===== src/rtl/core/humidity_temp_frame_decoder_macros.svh =====
// Assertion macros for the humidity/temperature frame decoder.
// Needs clk_i and rst_ni in the scope where a macro is used.
`ifndef HUMIDITY_TEMP_FRAME_DECODER_MACROS_SVH
`define HUMIDITY_TEMP_FRAME_DECODER_MACROS_SVH

// Clocked check, off while reset is held.
`define HTF_ASSERT(label, prop, msg) \
  label: assert property (@(posedge clk_i) disable iff (!rst_ni) (prop)) else $error(msg);

// Clocked check that also holds during reset.
`define HTF_ASSERT_ALWAYS(label, prop, msg) \
  label: assert property (@(posedge clk_i) (prop)) else $error(msg);

`endif


===== src/rtl/core/htf_pkg.sv =====
// Shared types and constants of the humidity/temperature frame decoder.
// No dependencies; used by htf_scale and the top level.
package htf_pkg;

  localparam logic [7:0] CrcInit      = 8'hFF;
  localparam logic [7:0] CrcPolyReset = 8'h31;

  localparam int TempScale = 175;
  localparam int HumScale  = 100;
  localparam int TempBias  = 45;

  localparam logic [1:0] CfgCrcPoly    = 2'd0;
  localparam logic [1:0] CfgTempOffset = 2'd1;
  localparam logic [1:0] CfgHumOffset  = 2'd2;

  typedef struct packed {
    logic [7:0] temp_high_byte;
    logic [7:0] temp_low_byte;
    logic [7:0] temp_check_byte;
    logic [7:0] hum_high_byte;
    logic [7:0] hum_low_byte;
    logic [7:0] hum_check_byte;
  } htf_in_t;

  typedef struct packed {
    logic signed [8:0] temperature;
    logic signed [7:0] humidity;
    logic              temp_crc_error;
    logic              hum_crc_error;
  } htf_out_t;

  typedef struct packed {
    logic        [7:0] crc_polynomial;
    logic signed [4:0] temperature_offset;
    logic signed [4:0] humidity_offset;
  } htf_cfg_t;

endpackage


===== src/rtl/core/htf_crc8_byte.sv =====
// One byte of an MSB-first CRC-8 with a configurable generator.
// Depends on nothing outside this file.
module htf_crc8_byte (
  input  logic [7:0] crc_i,
  input  logic [7:0] byte_i,
  input  logic [7:0] poly_i,
  output logic [7:0] crc_o
);

  always_comb begin
    logic [7:0] crc;
    crc = crc_i ^ byte_i;
    for (int k = 0; k < 8; k++) begin
      if (crc[7]) begin
        crc = {crc[6:0], 1'b0} ^ poly_i;
      end else begin
        crc = {crc[6:0], 1'b0};
      end
    end
    crc_o = crc;
  end

endmodule


===== src/rtl/core/htf_scale.sv =====
// Scaling of the pre-multiplied raw words to degrees and percent, with offsets.
// Depends on htf_pkg for the configuration type and the temperature bias.
module htf_scale (
  input  logic [23:0]        temp_prod_i,
  input  logic [22:0]        hum_prod_i,
  input  htf_pkg::htf_cfg_t  cfg_i,
  output logic signed [8:0]  temperature_o,
  output logic signed [7:0]  humidity_o
);

  logic [24:0] temp_sum;
  logic [7:0]  temp_quot;
  logic [23:0] temp_rem;
  logic        temp_inc;
  logic [9:0]  temp_val;
  logic [23:0] hum_sum;
  logic [6:0]  hum_quot;
  logic [7:0]  hum_val;

  // floor(x / 65535) = (x + 1 + (x >> 16)) >> 16 over the operand range
  assign temp_sum  = {1'b0, temp_prod_i} + 25'd1 + {17'd0, temp_prod_i[23:16]};
  assign temp_quot = temp_sum[23:16];
  assign temp_rem  = temp_prod_i - ({temp_quot, 16'h0000} - {16'h0000, temp_quot});
  assign temp_inc  = (temp_quot < 8'(htf_pkg::TempBias)) && (temp_rem != 24'd0);
  assign temp_val  = {2'b00, temp_quot} - 10'(htf_pkg::TempBias) + {9'd0, temp_inc}
                   - {{5{cfg_i.temperature_offset[4]}}, cfg_i.temperature_offset};

  assign hum_sum  = {1'b0, hum_prod_i} + 24'd1 + {17'd0, hum_prod_i[22:16]};
  assign hum_quot = hum_sum[22:16];
  assign hum_val  = {1'b0, hum_quot}
                  + {{3{cfg_i.humidity_offset[4]}}, cfg_i.humidity_offset};

  assign temperature_o = temp_val[8:0];
  assign humidity_o    = hum_val;

endmodule


===== src/rtl/core/humidity_temp_frame_decoder.sv =====
// Top level of the humidity/temperature frame decoder: config registers,
// input stage, CRC check, scaling and result register. Uses htf_pkg,
// htf_crc8_byte, htf_scale and the assertion macros header.
//
//  channel  direction  handshake                 payload
//  in       input      in_valid_i / in_stall_o   htf_in_t frame
//  out      output     out_valid_o / out_stall_i htf_out_t result
//  cfg      input      cfg_valid_i / cfg_ready_o cfg_index_i, cfg_data_i
//
// One frame per cycle while no stalled result holds the input stage; a taken
// frame passes the input stage (high-byte CRC, constant multiplies) and the
// result register (low-byte CRC, divide by 65535, offsets) to give its result.
// Reset clears the stored temperature and humidity to zero and loads the
// default polynomial; config writes are taken in every cycle.
// A stalled result holds both stages; input stalls only when both are full.
`include "humidity_temp_frame_decoder_macros.svh"

module humidity_temp_frame_decoder (
  input  logic               clk_i,
  input  logic               rst_ni,
  input  logic               in_valid_i,
  output logic               in_stall_o,
  input  htf_pkg::htf_in_t   in_data_i,
  output logic               out_valid_o,
  input  logic               out_stall_i,
  output htf_pkg::htf_out_t  out_data_o,
  input  logic               cfg_valid_i,
  output logic               cfg_ready_o,
  input  logic [1:0]         cfg_index_i,
  input  logic [7:0]         cfg_data_i
);

  htf_pkg::htf_cfg_t cfg_q, cfg_d;

  logic        s1_valid_q, s1_valid_d;
  logic [7:0]  temp_crc_q, hum_crc_q;
  logic [7:0]  temp_low_q, hum_low_q;
  logic [7:0]  temp_chk_q, hum_chk_q;
  logic [23:0] temp_prod_q;
  logic [22:0] hum_prod_q;

  logic [7:0]  temp_crc_hi, hum_crc_hi;
  logic [7:0]  temp_crc_fin, hum_crc_fin;
  logic [23:0] temp_prod_d;
  logic [22:0] hum_prod_d;
  logic        temp_err, hum_err;
  logic signed [8:0] temp_new;
  logic signed [7:0] hum_new;

  logic              out_valid_q, out_valid_d;
  htf_pkg::htf_out_t out_q, out_d;

  logic in_accept, out_free, advance;

  assign cfg_ready_o = 1'b1;

  always_comb begin
    cfg_d = cfg_q;
    if (cfg_valid_i && cfg_ready_o) begin
      unique case (cfg_index_i)
        htf_pkg::CfgCrcPoly:    cfg_d.crc_polynomial     = cfg_data_i;
        htf_pkg::CfgTempOffset: cfg_d.temperature_offset = cfg_data_i[4:0];
        htf_pkg::CfgHumOffset:  cfg_d.humidity_offset    = cfg_data_i[4:0];
        default:                cfg_d = cfg_q;
      endcase
    end
  end

  always_ff @(posedge clk_i or negedge rst_ni) begin
    if (!rst_ni) begin
      cfg_q.crc_polynomial     <= htf_pkg::CrcPolyReset;
      cfg_q.temperature_offset <= '0;
      cfg_q.humidity_offset    <= '0;
    end else begin
      cfg_q <= cfg_d;
    end
  end

  // input stage: high-byte CRC and constant multiplies
  htf_crc8_byte u_temp_crc_hi (
    .crc_i  (htf_pkg::CrcInit),
    .byte_i (in_data_i.temp_high_byte),
    .poly_i (cfg_q.crc_polynomial),
    .crc_o  (temp_crc_hi)
  );

  htf_crc8_byte u_hum_crc_hi (
    .crc_i  (htf_pkg::CrcInit),
    .byte_i (in_data_i.hum_high_byte),
    .poly_i (cfg_q.crc_polynomial),
    .crc_o  (hum_crc_hi)
  );

  assign temp_prod_d = {8'h00, in_data_i.temp_high_byte, in_data_i.temp_low_byte}
                     * 24'(htf_pkg::TempScale);
  assign hum_prod_d  = {7'h00, in_data_i.hum_high_byte, in_data_i.hum_low_byte}
                     * 23'(htf_pkg::HumScale);

  assign out_free   = !out_valid_q || !out_stall_i;
  assign advance    = s1_valid_q && out_free;
  assign in_stall_o = s1_valid_q && !out_free;
  assign in_accept  = in_valid_i && !in_stall_o;

  assign s1_valid_d = in_accept ? 1'b1 : (advance ? 1'b0 : s1_valid_q);

  always_ff @(posedge clk_i or negedge rst_ni) begin
    if (!rst_ni) begin
      s1_valid_q <= 1'b0;
    end else begin
      s1_valid_q <= s1_valid_d;
    end
  end

  always_ff @(posedge clk_i) begin
    if (in_accept) begin
      temp_crc_q  <= temp_crc_hi;
      hum_crc_q   <= hum_crc_hi;
      temp_low_q  <= in_data_i.temp_low_byte;
      hum_low_q   <= in_data_i.hum_low_byte;
      temp_chk_q  <= in_data_i.temp_check_byte;
      hum_chk_q   <= in_data_i.hum_check_byte;
      temp_prod_q <= temp_prod_d;
      hum_prod_q  <= hum_prod_d;
    end
  end

  // second stage: finish CRC, scale, update stored values
  htf_crc8_byte u_temp_crc_lo (
    .crc_i  (temp_crc_q),
    .byte_i (temp_low_q),
    .poly_i (cfg_q.crc_polynomial),
    .crc_o  (temp_crc_fin)
  );

  htf_crc8_byte u_hum_crc_lo (
    .crc_i  (hum_crc_q),
    .byte_i (hum_low_q),
    .poly_i (cfg_q.crc_polynomial),
    .crc_o  (hum_crc_fin)
  );

  assign temp_err = temp_crc_fin != temp_chk_q;
  assign hum_err  = hum_crc_fin != hum_chk_q;

  htf_scale u_scale (
    .temp_prod_i   (temp_prod_q),
    .hum_prod_i    (hum_prod_q),
    .cfg_i         (cfg_q),
    .temperature_o (temp_new),
    .humidity_o    (hum_new)
  );

  always_comb begin
    out_d       = out_q;
    out_valid_d = out_valid_q;
    if (advance) begin
      out_valid_d          = 1'b1;
      out_d.temp_crc_error = temp_err;
      out_d.hum_crc_error  = hum_err;
      if (!temp_err) begin
        out_d.temperature = temp_new;
      end
      if (!hum_err) begin
        out_d.humidity = hum_new;
      end
    end else if (!out_stall_i) begin
      out_valid_d = 1'b0;
    end
  end

  // stored values live in the result register and reset to zero
  always_ff @(posedge clk_i or negedge rst_ni) begin
    if (!rst_ni) begin
      out_valid_q <= 1'b0;
      out_q       <= '0;
    end else begin
      out_valid_q <= out_valid_d;
      out_q       <= out_d;
    end
  end

  assign out_valid_o = out_valid_q;
  assign out_data_o  = out_q;

  `HTF_ASSERT(a_stage_holds, in_stall_o |=> s1_valid_q, "stalled frame lost from input stage")
  `HTF_ASSERT(a_advance_valid, advance |=> out_valid_q, "advanced frame gave no result")
  `HTF_ASSERT(a_temp_kept, (advance && temp_err) |=> $stable(out_q.temperature),
              "temperature changed on CRC failure")
  `HTF_ASSERT(a_hum_kept, (advance && hum_err) |=> $stable(out_q.humidity),
              "humidity changed on CRC failure")
  `HTF_ASSERT_ALWAYS(a_reset_idle, !rst_ni |=> (!out_valid_q || !rst_ni),
                     "result valid straight out of reset")

endmodule

===== config.mk =====
export PLATFORM = sky130hd
export DESIGN_NAME = humidity_temp_frame_decoder
export DESIGN_NICKNAME = d
export VERILOG_FILES = /design/src/rtl/core/htf_pkg.sv /design/src/rtl/core/htf_crc8_byte.sv /design/src/rtl/core/htf_scale.sv /design/src/rtl/core/humidity_temp_frame_decoder.sv
export VERILOG_INCLUDE_DIRS = /design/src /design/src/rtl/core
export SDC_FILE = /design/constraint.sdc
export NUM_CORES = 1
export LEC_CHECK = 0
export BUFFER_PORTS_ARGS = -buffer_cell sky130_fd_sc_hd__buf_2
export CORE_ASPECT_RATIO = 0.9
export CORE_MARGIN = 2
export CORE_UTILIZATION = 50
export CTS_CLUSTER_SIZE = 14
export DETAILED_ROUTE_END_ITERATION = 7
export PLACE_DENSITY = 0.78
export SYNTH_ARGS = -nofsm -noshare
export SYNTH_HDL_FRONTEND = slang
export SYNTH_HIERARCHICAL = 1
export SYNTH_SLANG_ARGS = --single-unit

===== constraint.sdc =====
create_clock -name clk_i -period 8.9 [get_ports clk_i]
set_input_delay 2.225 -clock clk_i [delete_from_list [all_inputs] [get_ports clk_i]]
set_output_delay 2.225 -clock clk_i [all_outputs]
set_load 0.02 [all_outputs]

## Word level (Yosys, flattened, before mapping)

Cells that the tools add are included.
Widths: inputs -> output; s select.

- Mux-type cells: 36
- $lt $le $gt $ge: 1
- $mul: 2
- $add $sub $neg: 10
- Reductions and logical operators: 17
- Bitwise logic cells: 38
- Equal/unequal tests: 5

Operators by type and width:

| cell | count |
|---|---|
| $xor 8x8->8 | 34 |
| $mux 8 | 32 |
| $add 24x1->24 const B | 1 |
| $add 24x8->24 | 1 |
| $mul 16x8->24 const B | 1 |
| $reduce_bool 24->1 | 1 |
| $sub 24x24->24 | 1 |
| $sub 24x8->24 | 1 |
| $add 23x1->23 const B | 1 |
| $add 23x7->23 | 1 |
| $mul 16x5->21 const B | 1 |
| $ne 8x8->1 | 2 |
| $not 8->8 | 2 |
| $reduce_and 2->1 | 5 |
| $add 9x1->9 | 1 |
| $sub 8x6->9 const B | 1 |
| $sub 9x9->9 | 1 |
| $add 7x8->8 | 1 |
| $lt 8x6->1 const B | 1 |
| $logic_and 1x1->1 | 4 |
| $logic_not 1->1 | 4 |
| $mux 1 | 4 |
| $eq 2x1->1 const B | 1 |
| $eq 2x2->1 const B | 1 |
| other kinds (5) | 6 |

- Logic and storage cells: 128
- Bits in registers: 132
- Output and inout port bits: 22
- Bits of input ports: 63

## Logic depth before layout (Yosys ltp)

- Depth in word-level cells: 20
- Gate-level depth with buffers: 36
- Depth with buffers taken out: 35

## Cells and area by module

Netlist, hierarchy kept.

Modules (own cells, without submodules):

| module | area each (µm²) | times used | cells each | seq. area each (µm²) |
|---|---|---|---|---|
| humidity_temp_frame_decoder | 8964.8 | 1 | 736 | 3652.3 |
| htf_crc8_byte | 1462.7 | 4 | 197 | 0.0 |
| htf_scale | 2985.4 | 1 | 398 | 0.0 |

## Least setup slack after synthesis

Ideal clock, no wire load.

- Path type: reg2reg
- Start: reg temp_prod_q[20]
- End: reg out_q, in the netlist out_data_o[17]
- Period minus slack after synthesis: 6.054 ns
- Library setup time: 0.125 ns
- Arrival: 5.929 ns
- Buffers on the path: 0
- Required time: 8.775 ns
- Path slack: 2.846 ns
- Cell stages (with the launch flop): 33
- Path through: edfxtp_1 ha_1 a211oi_1 o21ai_0 a21oi_1 nor2_1 and3_1 and3_1 ha_1 inv_1 ha_1 inv_1 ha_1 a2111oi_4 o31ai_4 a21oi_4 o221ai_2 a311oi_2 xor2_1 a31oi_1 o31ai_1 fa_1 inv_1 ha_1 inv_1 fa_1 inv_1 a21oi_1 o21bai_1 a21o_1 a21oi_1 xnor2_1 mux2_2

- Cells in the longest elaborated chain, start to end: 8
- Elaborated cells between the ends (all ways): 10
- Classes of those cells: add/sub (7); order compare (1); reduce/logical (2)

RTL lines:

| element | RTL line | text |
|---|---|---|
| from (decl) | humidity_temp_frame_decoder.sv:39 | `logic [23:0] temp_prod_q;` |
| from (signal assigned) | humidity_temp_frame_decoder.sv:122 | `temp_prod_q <= temp_prod_d;` |
| $add 24x1->24 | htf_scale.sv:21 | `assign temp_sum = {1'b0, temp_prod_i} + 25'd1 + {17'd0, temp_prod_i[23:16]};` |
| $add 24x8->24 | htf_scale.sv:21 |  |
| $sub 24x8->24 | htf_scale.sv:23 | `assign temp_rem = temp_prod_i - ({temp_quot, 16'h0000} - {16'h0000, temp_quot});` |
| $sub 24x24->24 | htf_scale.sv:23 |  |
| $reduce_bool 24->1 | htf_scale.sv:24 | `assign temp_inc = (temp_quot < 8'(htf_pkg::TempBias)) && (temp_rem != 24'd0);` |
| $logic_and 1x1->1 | htf_scale.sv:24 |  |
| $add 9x1->9 * | htf_scale.sv:25 | `assign temp_val = {2'b00, temp_quot} - 10'(htf_pkg::TempBias) + {9'd0, temp_inc}` |
| $sub 9x9->9 * | htf_scale.sv:26 | `- {{5{cfg_i.temperature_offset[4]}}, cfg_i.temperature_offset};` |
| net temp_new[7] | humidity_temp_frame_decoder.sv:47 | `logic signed [8:0] temp_new;` |
| to (signal assigned) | humidity_temp_frame_decoder.sv:178 | `out_q <= out_d;` |
| to (decl) | humidity_temp_frame_decoder.sv:51 | `htf_pkg::htf_out_t out_q, out_d;` |

Mark *: on every way through the listed nets, which the timed path passes. The rest lies on a longest branch.
A chain may end at the register's enable or synchronous reset.

## Final worst setup path

Ends and elaborated chain as after synthesis.

==> out/results.txt <==
Outcome -> completed
M1 GR Usage -> 0.308
Number of nets in the layout -> 2,322
Largest family of logic cells by synthesized area -> adder cells
Synth top cells by count -> inv_1 (222), ha_1 (197), nand2_1 (168)
Hold_buf cts -> 0
CTS H-tree depth -> 4
WP data required -> 9.21 ns
GRT overflow -> 0
First drt pass iteration count -> 5
Post-synthesis xor/xnor area fraction -> 0.181
Total of max-cap violations -> 0
Top cell type by total area after synthesis -> edfxtp_1
Die Span Y -> 183 um
Worst-Skew Late Latency -> 0.43 ns
DR iter-0 viols -> 1,107
Final hold vios -> 0
Routing usage on met3 -> 0.0263
RSZ-0062 raised after global routing -> no
Mux contribution to synthesized area -> 0.0300
Synth async-reset ratio -> 0.305
CTS Buffer Depth -> 2
DR WL/cell -> 16.8 um
Levels on crit path -> 33
Top post-synthesis cells by area -> edfxtp_1 (15%), ha_1 (14%), fa_1 (7.5%)
R2R Path Start -> temp_prod_q[20]
Crit path max fanout -> 8
CTS tree -> built
Port bufs -> 83
Synthesized area -> 17,800 um^2
Worst Hold End -> out_valid_o
CP endpoint kind -> flip-flop
Register area share after synthesis -> 0.205
First-pass GRT wire length -> 67.8 mm
Most common cell in the synthesized netlist -> inv_1
Setup slack, reg-to-reg -> 1.84 ns
Placed wire-length estimate -> 32.2 mm
GRT Max-Usage Layer -> met2
Adder-Cell Fraction of Synth Area -> 0.214
Startpoint types -> flip-flop
Worst slew margin -> 0.329
Hold crit path type -> reg2reg
Netlist cell types -> 99
Crit Path Category -> reg2reg
Top_reg_cell synth -> edfxtp_1
Area of the die -> 37,100 um^2
Initial antenna violation count -> 0
# diodes -> 0
R2R cell count -> 33
Post-synthesis cell count -> 1,922
Met2 usage in global routing -> 0.374
Setup Buffers After CTS -> 0
CP top delay family -> compound AO/OA/AOI/OAI gates
Syn Area/Cell -> 9.26 um^2
Routed Antenna Nets -> 0
Initial Utilization -> 0.508
CP max stage delay -> 0.48 ns
Tmin final -> 7.06 ns
CTS buffer count -> 17
Setup TNS -> 0 ns
Post-synthesis compound-gate area fraction -> 0.155
Hold depth -> 1
GRT Total Usage -> 0.224
Worst slew pin tran -> 1.01 ns
Via count of the first global-routing pass -> 13,777
Root buf cell -> clkbuf_16
Post-Synth Simple-Gate Area -> 0.150
Final setup violation count -> 0
GPL Wtd Cong -> 0.881
Yosys warnings -> 6
Max Fclk -> 142 MHz
Number of synthesized flops with an enable pin -> 89
Post-cts sizing count -> 0
WP buf/inv -> 5
DRC Markers -> 0
Core Footprint -> 35,100 um^2
Die X -> 203 um
Largest net degree at the start of global routing -> 75
Vias -> 14,297
Rows -> 65
Arr. time, crit path -> 7.37 ns
Layout cells sized above 1 -> 0.120
Fill count -> 3,067
Setup WS post-layout -> 1.84 ns
Vias per cell -> 5.77
Pre-CTS WS -> 1.96 ns
Crit-path slowest cell -> edfxtp_1
Area growth syn-to-layout -> 8.28%
Synthesized flop and latch total -> 128
Tcrit/Tclk final -> 0.793
Worst-path clk slew -> 0.06 ns
Pins over their slew limit -> 0
Hold path startpoint -> s1_valid_q
IO Pins -> 85
Post-synth top area share -> 0.150
Total Wirelength -> 41.7 mm
Skew final -> 0.0151 ns
CTS sink count -> 128
Reg2reg end -> out_data_o[17]
metal layers:
layer / vias to the layer above / wire length (um)
met5: - / 0
li1: 6873 / -
met2: 468 / 19500
met1: 6905 / 19300
met4: 0 / 643
met3: 51 / 2170
layout make-up:
| type | count | area, um^2 | area share |
|---|---|---|---|
| repair buffers | 90 | 468 | 0.0243 |
| inverters | 230 | 863 | 0.0448 |
| clock buffers | 17 | 425 | 0.0221 |
| clock inverters | 15 | 190 | 0.00987 |
| flip-flops and latches | 128 | 3650 | 0.190 |
| well taps | 469 | 587 | 0.0304 |
| multi-input cells | 1528 | 13100 | 0.679 |
cells by family (layout without fill, tap and decap cells):
family | after synthesis | count (layout)
buffers and inverters | 289 | 352
and+or+nand+nor | 521 | 521
other | 2 | 25
AOI/OAI and AO/OA | 373 | 373
adders and majority gates | 264 | 264
muxes | 49 | 49
xor gates and xnor gates | 296 | 296
DFF | 128 | 128
layout by cell type (no fill, tap or decap), types with 36 or more instances in the layout:
master	count
inv_1	222
ha_1	197
nand2_1	168
xnor2_1	148
xor2_1	99
nor2_1	96
edfxtp_1	89
buf_2	83
a21oi_1	72
fa_1	67
nand3_1	53
o21ai_0	49
nor3_1	36
sequential cells by signal, indices dropped and copies added (netlist names):
register and count:
hum_crc_q 8, s1_valid_q 1, temp_prod_q 23, cfg_q 18
hum_low_q 8, temp_crc_q 8, out_valid_o 1, out_data_o 19
hum_prod_q 18, temp_low_q 8, hum_chk_q 8, temp_chk_q 8
worst max path at each step:
stage               startpoint        endpoint  slack (ns)
6_report       temp_prod_q[20]  out_data_o[17]        1.84
3_5_place_dp   temp_prod_q[20]  out_data_o[18]        1.96
3_3_place_gp   temp_prod_q[20]  out_data_o[18]        2.32
4_1_cts        temp_prod_q[20]  out_data_o[18]        1.87
5_1_grt        temp_prod_q[20]  out_data_o[18]        1.32
2_1_floorplan  temp_prod_q[20]  out_data_o[17]        2.85
per-stage QoR:
stage | cell area (um^2) | util | hold WS, ns | instances
after floorplan | 17900 | - | 0.443 | 1945
after global placement | 18700 | 0.532 | 0.452 | 2445
after detailed placement | 18700 | 0.532 | 0.473 | 2445
after CTS | 19300 | 0.550 | 0.486 | 2477
after global routing | 19300 | 0.550 | 0.495 | 2477
final | 19300 | 0.550 | 0.480 | 2477
Power is left out: the tool's default activity adds up to more than one toggle a clock period on the data nets, which glitch-free logic cannot reach.
